==> src/rtl/kcs_pkg.sv <==
// ----------------------------------------------------------------------------
// kcs_pkg
// Shared types and constants for the keyframe curve sampler.
// ----------------------------------------------------------------------------
package kcs_pkg;

    localparam int NUM_TRACKS = 16;
    localparam int MAX_KEYS   = 64;
    localparam int FRAC_BITS  = 16;

    localparam int TRK_W  = $clog2(NUM_TRACKS);
    localparam int KEY_W  = $clog2(MAX_KEYS);
    localparam int CNT_W  = $clog2(MAX_KEYS + 1);
    localparam int ADDR_W = TRK_W + KEY_W;
    localparam int DEPTH  = NUM_TRACKS * MAX_KEYS;

    localparam logic FUNC_ADD   = 1'b0;
    localparam logic FUNC_QUERY = 1'b1;

    localparam logic [1:0] ST_OK    = 2'd0;
    localparam logic [1:0] ST_RANGE = 2'd1;
    localparam logic [1:0] ST_FULL  = 2'd2;

    typedef struct packed {
        logic               func;
        logic [3:0]         track;
        logic [31:0]        sample_time;
        logic signed [31:0] key_value;
        logic               looped;
    } kcs_in_t;

    typedef struct packed {
        logic signed [31:0] sampled_value;
        logic [1:0]         status;
    } kcs_out_t;

    typedef struct packed {
        logic        start;
        logic [63:0] dividend;
        logic [31:0] divisor;
    } kcs_div_req_t;

    typedef struct packed {
        logic        busy;
        logic        done;
        logic [63:0] quotient;
        logic [31:0] remainder;
    } kcs_div_rsp_t;

endpackage

==> src/rtl/kcs_div.sv <==
// ----------------------------------------------------------------------------
// kcs_div
// Restoring 64 / 32 divider, one quotient bit per cycle.
// ----------------------------------------------------------------------------
module kcs_div
    import kcs_pkg::*;
(
    input  logic         clk,
    input  logic         rst_n,
    input  kcs_div_req_t req,
    output kcs_div_rsp_t rsp
);

    logic [63:0] quo_reg;
    logic [31:0] rem_reg;
    logic [31:0] dvs_reg;
    logic [6:0]  cnt_reg;
    logic        busy_reg;
    logic        done_reg;
    logic [32:0] trial;

    assign trial = {rem_reg, quo_reg[63]};

    always_ff @(posedge clk or negedge rst_n)
    begin
        if (!rst_n)
        begin
            busy_reg <= 1'b0;
            done_reg <= 1'b0;
            cnt_reg  <= '0;
        end
        else
        begin
            done_reg <= 1'b0;
            if (req.start)
            begin
                busy_reg <= 1'b1;
                cnt_reg  <= 7'd64;
            end
            else if (busy_reg)
            begin
                cnt_reg <= cnt_reg - 7'd1;
                if (cnt_reg == 7'd1)
                begin
                    busy_reg <= 1'b0;
                    done_reg <= 1'b1;
                end
            end
        end
    end

    always_ff @(posedge clk)
    begin
        if (req.start)
        begin
            quo_reg <= req.dividend;
            rem_reg <= '0;
            dvs_reg <= req.divisor;
        end
        else if (busy_reg)
        begin
            if (trial >= {1'b0, dvs_reg})
            begin
                rem_reg <= 32'(trial - {1'b0, dvs_reg});
                quo_reg <= {quo_reg[62:0], 1'b1};
            end
            else
            begin
                rem_reg <= trial[31:0];
                quo_reg <= {quo_reg[62:0], 1'b0};
            end
        end
    end

    assign rsp.busy      = busy_reg;
    assign rsp.done      = done_reg;
    assign rsp.quotient  = quo_reg;
    assign rsp.remainder = rem_reg;

endmodule

==> config.mk <==
export PLATFORM = sky130hd
export DESIGN_NAME = kcs_div
export DESIGN_NICKNAME = d
export VERILOG_FILES = /design/src/rtl/kcs_pkg.sv /design/src/rtl/kcs_div.sv
export SDC_FILE = /design/constraint.sdc
export NUM_CORES = 1
export LEC_CHECK = 0
export ABC_AREA = 1
export BUFFER_PORTS_ARGS = -buffer_cell sky130_fd_sc_hd__buf_4
export CAP_MARGIN = 25
export CORE_UTILIZATION = 27
export CTS_BUF_LIST = sky130_fd_sc_hd__clkbuf_8
export CTS_CLUSTER_SIZE = 8
export DETAILED_ROUTE_END_ITERATION = 16
export SLEW_MARGIN = 20
export SYNTH_ARGS = -nofsm -noshare
export SYNTH_HDL_FRONTEND = slang
export SYNTH_SLANG_ARGS = --single-unit
==> constraint.sdc <==
create_clock -name clk -period 2.92 [get_ports clk]
set_input_delay 0 -clock clk [delete_from_list [all_inputs] [get_ports clk]]
set_output_delay 0 -clock clk [all_outputs]
set_load 0.01 [all_outputs]
==> results.json, run 1 <==
{
  "outcome": "finished clean",
  "path_delay_family": "simple AND/OR/NAND/NOR gates",
  "area_growth_pct": 39.8,
  "fp.dieH_microns": 176,
  "power_density_nw_per_um2": 437,
  "async_flop_share_pct": 6.57,
  "largest_reg_flops": 64,
  "hp-class": "in -> reg",
  "min-delay-start": "req[3]",
  "cts_hold_buffers": 99,
  "post-route-cell-area_sq_um": 11500,
  "route.detailed.drc": 0,
  "clock_sinks": 137,
  "postSynthAreaPerCell_sq_um": 7.36,
  "cts-resized-gates": 0,
  "tightest_slew_ns": 0.748,
  "dieArea_sq_um": 31100,
  "num_vias": 7961,
  "ys_seq_elements": 137,
  "clock_latency_ns": 0.47,
  "drtPass1Iterations": 5,
  "use_met3_pct": 5.12,
  "crit_cells": 13,
  "yosysTopAreaCellShare_pct": 35.1,
  "rsz0062_at_grt": "no",
  "drv_cap": 0,
  "ys.flop_type": "edfxtp_1",
  "skew_ns": 0.0214,
  "clk_pin_slew_ns": 0.10,
  "slew-limit-headroom_pct": 50.2,
  "ir_drop_mv": 0.301,
  "ys_seq_area_share_pct": 45.7,
  "whs_ns": 0.246,
  "rr_endpoint": "quo_reg[0]",
  "critPathLaunch": "dvs_reg[3]",
  "dpl_cell_area_sq_um": 10100,
  "core_area_sq_um": 29800,
  "power_mw": 5.02,
  "p_leak_nw": 6.03,
  "fin_setup_tns_ns": 0,
  "antenna_found_initial": 2,
  "drive_gt1_share_pct": 17.8,
  "r2r_cells": 13,
  "seq_area_sq_um": 3750,
  "post-route-min-period_ns": 2.47,
  "post-dp-hpwl_mm": 18.4,
  "rr_startpoint": "dvs_reg[3]",
  "crit_chain": "inv_1 > ha_1 > nand2_1 > inv_1 > nand2_1 > nand3_2 > nand2_1 > nand2_2 > nand2_2 > nand2_2 > nand2_4 > buf_4 > a31oi_1",
  "grt_use_total_pct": 16.8,
  "clk_path_buf_depth": 2,
  "rrSetupSlack_ns": 0.45,
  "fillers": 3100,
  "p_switching_mw": 1.55,
  "cts_tree": "yes",
  "yosysTopAreaCell": "edfxtp_1",
  "hold_violations": 0,
  "crit_type": "reg -> reg",
  "cp.arrival_ns": 2.66,
  "gp_congestion": 0.917,
  "grt_pass1_vias": 7976,
  "finalCritPeriodShare_pct": 84.5,
  "use_met2_pct": 28.7,
  "critPathMaxStageDelay_ns": 0.37,
  "num_rows": 63,
  "pwr-share-clk_pct": 32.4,
  "cp_max_fo": 22,
  "start_kind": "flip-flop",
  "wl_per_cell_microns": 14.0,
  "final_antenna_net_count": 0,
  "p_int_mw": 3.46,
  "htreeDepth": 4,
  "cts-root-buf": "clkbuf_8",
  "numPortBuffers": 196,
  "fin_nets": 1542,
  "wirelength_mm": 25.4,
  "crit_path_end_kind": "flip-flop",
  "swShare_pct": 30.9,
  "synth_nets": 1250,
  "synth.most_common_cell": "nand2_1",
  "numCtsBuffers": 17,
  "cp_slowest_cell": "edfxtp_1",
  "syn-cell-area_sq_um": 8210,
  "grt_pass1_wl_mm": 40.6,
  "critPathCapture": "quo_reg[0]",
  "synth_cell_types": 34,
  "viasPerCell": 4.39,
  "grt_overflow": 0,
  "combPwrFrac_pct": 19.9,
  "globalRouteMet1Util_pct": 20.1,
  "initial_utilization_pct": 27.6,
  "synthTopCellsByArea": "edfxtp_1 35%, nand2_1 25%, dfxtp_1 7.8%",
  "worst_ep_required_time_ns": 3.11,
  "synth_cells": 1116,
  "io_pins": 197,
  "multi_input_area_sq_um": 3710,
  "crit_buf_inv": 3,
  "fmax_ghz": 0.405,
  "synth_warnings": 0,
  "post_cts_buffers": 0,
  "synth-edff-count": 96,
  "first_iter_violations": 389,
  "grt_max_degree": 71,
  "yosys-top-cells-count": "539 x nand2_1, 159 x inv_1, 96 x edfxtp_1, 53 x nand3_1",
  "finalSetupViolations": 0,
  "top_usage_layer": "met2",
  "die_w_microns": 176,
  "power.share.sequential_pct": 47.6,
  "drv_slew": 0
}
[power groups by stage]
stage          clock, mW  sequential, mW  combinational (mW)
4_1_cts             1.70            2.39                1.01
6_report            1.63            2.39                1.00
3_3_place_gp           0            2.43               0.888
3_5_place_dp           0            2.43               0.900
2_1_floorplan          0            2.45               0.419
5_1_grt             1.75            2.41                1.11
[per-layer routing]
layer	share of wire [%]	wire length (microns)	up-vias
met5	0	0	-
met4	1.7	425	0
met3	8.2	2080	28
met2	47	11900	268
met1	44	11100	3616
li1	-	-	4049
[logic make-up after synthesis]
kind of cell,Yosys count,share of synthesized area [%]
xor+xnor,14,1.49
buf+inv,192,9.27
flops,137,45.7
fa+ha+maj,35,5.43
compound gates,34,2.19
simple gates,704,36.0
[cell type report]
| cell class | count | share of cell area [%] |
|---|---|---|
| multi-input combinational | 787 | 32.3 |
| timing repair buffer | 305 | 22.1 |
| clock buffer | 17 | 2.04 |
| inverter | 160 | 5.23 |
| clock inverter | 15 | 1.37 |
| sequential | 137 | 32.7 |
| tap | 390 | 4.25 |
| antenna | 2 | 0.0436 |
[cell usage in the layout, fill, tap and decap left out, types with 3 or more instances in the layout]
master | Yosys | routed
nand2_1 | 539 | 539
clkbuf_8 | 0 | 17
clkinvlp_4 | 0 | 4
inv_8 | 0 | 3
dfrtp_1 | 9 | 9
inv_1 | 159 | 159
edfxtp_1 | 96 | 96
dlygate4sd3_1 | 0 | 99
inv_6 | 0 | 5
and2_1 | 4 | 4
nor2_1 | 44 | 42
nor2_2 | 4 | 6
dfxtp_1 | 32 | 32
nor3_1 | 3 | 3
nand4_1 | 3 | 3
buf_4 | 2 | 206
o21ai_0 | 5 | 5
a21oi_1 | 24 | 24
nand3b_1 | 44 | 44
nand2_2 | 3 | 3
xnor2_1 | 13 | 13
ha_1 | 34 | 34
nand3_1 | 53 | 53
[stage by stage]
step                      util, %  instances  worst slack [ns]
after global placement       33.9       1680             0.457
after floorplan                 -       1116             0.717
final                        38.5       1813             0.453
after detailed placement     33.9       1680             0.452
after global routing         38.5       1813             0.240
after CTS                    38.5       1811             0.393
[how the worst min path moves through the flow]
stage / to / slack (ns) / cells past startpoint
6_report: dvs_reg[3] / 0.25 / 2
4_1_cts: dvs_reg[24] / 0.19 / 2
3_5_place_dp: cnt_reg[5] / -0.17 / 1
2_1_floorplan: busy_reg / -0.30 / 0
5_1_grt: dvs_reg[24] / 0.21 / 2
3_3_place_gp: done_reg / -0.17 / 1
Power figures use the tool's default switching activity.
==> run 2: changes to the inputs <==
==> constraint.sdc (replaced) <==
create_clock -name clk -period 2.2 [get_ports clk]
set_input_delay 0 -clock clk [delete_from_list [all_inputs] [get_ports clk]]
set_output_delay 0 -clock clk [all_outputs]
set_load 0.01 [all_outputs]
==> run 2 against run 1 <==
Effect of this change:
- clock skew is 0.0012 ns lower
- final cell count is 1.9% higher
- worst hold slack worse by 0.0039 ns
- largest cell class is now multi-input combinational cells
- largest power group unchanged
==> results.json, run 2 (same netlist as run 1, synthesis figures left out) <==
{
  "outcome": "finished clean",
  "crit_path_end_kind": "flip-flop",
  "crit_type": "reg -> reg",
  "route.detailed.drc": 0,
  "numPortBuffers": 196,
  "hold_violations": 0,
  "cp_slowest_cell": "edfxtp_1",
  "slew-limit-headroom_pct": 61.4,
  "rr_startpoint": "dvs_reg[22]",
  "p_leak_nw": 6.29,
  "dp_cells": 1706,
  "grt_pass1_wl_mm": 42.3,
  "antenna_found_initial": 1,
  "cp_max_fo": 9,
  "finalSetupViolations": 0,
  "num_vias": 8128,
  "instances_no_fill": 1847,
  "ir_drop_mv": 0.459,
  "drive_gt1_share_pct": 24.6,
  "top_usage_layer": "met2",
  "crit_chain": "inv_1 > ha_4 > nand2_2 > nor2_4 > nand2_2 > nor2_4 > nand3b_1 > nand3_2 > nor2_4 > buf_12 > nand2_8 > buf_12 > nand2_1 > nand3_1 > nand2_1",
  "dpl_cell_area_sq_um": 10400,
  "grt_use_total_pct": 17.6,
  "dieArea_sq_um": 31100,
  "largest_reg_flops": 64,
  "globalRouteMet1Util_pct": 20.9,
  "p_switching_mw": 2.14,
  "wl_per_cell_microns": 15.0,
  "critPathLaunch": "dvs_reg[22]",
  "use_met3_pct": 5.15,
  "final_cell_mix": "518 x nand2_1, 231 x buf_4, 156 x inv_1",
  "clock_sinks": 137,
  "fp.dieH_microns": 176,
  "clock_latency_ns": 0.48,
  "combPwrFrac_pct": 21.4,
  "io_pins": 197,
  "critPathCapture": "rem_reg[24]",
  "core_area_sq_um": 29800,
  "drv_cap": 0,
  "post-route-min-period_ns": 2.08,
  "tightest_slew_ns": 0.580,
  "p_int_mw": 4.82,
  "num_rows": 63,
  "first_iter_violations": 345,
  "r2r_cells": 15,
  "clk_pin_slew_ns": 0.10,
  "multi_input_area_sq_um": 4230,
  "cts_tree": "yes",
  "initial_utilization_pct": 27.6,
  "start_kind": "flip-flop",
  "use_met2_pct": 30.8,
  "layout_commonest_cell": "nand2_1",
  "grt_max_degree": 73,
  "fmax_ghz": 0.480,
  "grt_pass1_vias": 8228,
  "drtPass1Iterations": 6,
  "post-dp-hpwl_mm": 19.5,
  "skew_ns": 0.0202,
  "power.share.sequential_pct": 45.6,
  "critPathMaxStageDelay_ns": 0.34,
  "crit_path_frequent_cell": "nor2_4",
  "min-delay-start": "req[4]",
  "wirelength_mm": 27.6,
  "power_mw": 6.96,
  "worst_ep_required_time_ns": 2.57,
  "fin_nets": 1577,
  "rrSetupSlack_ns": 0.12,
  "hp-class": "in -> reg",
  "rr_endpoint": "rem_reg[24]",
  "cp.arrival_ns": 2.46,
  "finalCritPeriodShare_pct": 94.7,
  "die_w_microns": 176,
  "fin_setup_tns_ns": 0,
  "fillers": 2980,
  "area_growth_pct": 51.3,
  "seq_area_sq_um": 3750,
  "clk_path_buf_depth": 2,
  "rsz0062_at_grt": "yes",
  "cts-root-buf": "clkbuf_8",
  "gp_congestion": 0.914,
  "viasPerCell": 4.40,
  "final_antenna_net_count": 0,
  "pwr-share-clk_pct": 33.0,
  "numCtsBuffers": 17,
  "drv_slew": 0,
  "power_density_nw_per_um2": 560,
  "post-route-cell-area_sq_um": 12400,
  "htreeDepth": 4,
  "swShare_pct": 30.8,
  "grt_overflow": 0
}
==> run 2: worst min-delay path by stage <==
stage	endpoint	slack [ns]	cells after the start
2_1_floorplan	busy_reg	-0.30	0
6_report	dvs_reg[4]	0.24	2
3_3_place_gp	done_reg	-0.16	1
4_1_cts	dvs_reg[26]	0.21	2
3_5_place_dp	done_reg	-0.17	1
5_1_grt	dvs_reg[7]	0.21	2
==> run 2: layer usage <==
layer	wire, microns	up-vias	share of wire (%)
li1	-	4126	-
met2	13500	230	49
met1	11900	3742	43
met3	1790	30	6.5
met5	0	-	0
met4	457	0	1.7
==> run 2: cell type report <==
type	instances	area share, %
Clock buffer	17	1.88
Timing Repair Buffer	340	23.6
Inverter	160	4.86
Clock inverter	15	1.46
Antenna cell	1	0.0201
Multi-Input combinational cell	787	34.0
Tap cell	390	3.93
Sequential cell	137	30.2
==> run 2: power by group through the flow <==
stage	Clock [mW]	Sequential [mW]	Combinational (mW)
floorplan	0	3.25	0.556
global placement	0	3.22	1.22
detailed placement	0	3.22	1.23
CTS	2.37	3.18	1.38
global route	2.47	3.21	1.64
finish	2.30	3.18	1.49
==> run 2: worst max-delay path, delay by kind of cell (launching register included) <==
family | cells | cell delay [ns]
simple gates | 11 | 1.00
buf+inv | 3 | 0.34
fa+ha+maj | 1 | 0.29
flops | 1 | 0.34
==> run 2: timing repair <==
item | 4_1_cts | 5_1_grt
gates cloned | 0 | 2
setup endpoints to repair | 33 | 33
gates resized for setup | 6 | 79
hold endpoints to repair | 114 | 0
pin swaps | 1 | 16
hold buffers | 99 | 0
buffers inserted | 1 | 6
==> run 2: per-stage QoR <==
| step | hold WS (ns) | worst slack [ns] | util [%] |
|---|---|---|---|
| 4_1_cts | 0.208 | 0.000517 | 39.7 |
| 3_3_place_gp | -0.164 | -0.0286 | 34.8 |
| 6_report | 0.242 | 0.117 | 41.7 |
| 2_1_floorplan | -0.296 | 0.146 | - |
| 3_5_place_dp | -0.168 | -0.0413 | 34.8 |
| 5_1_grt | 0.214 | -0.0352 | 41.7 |
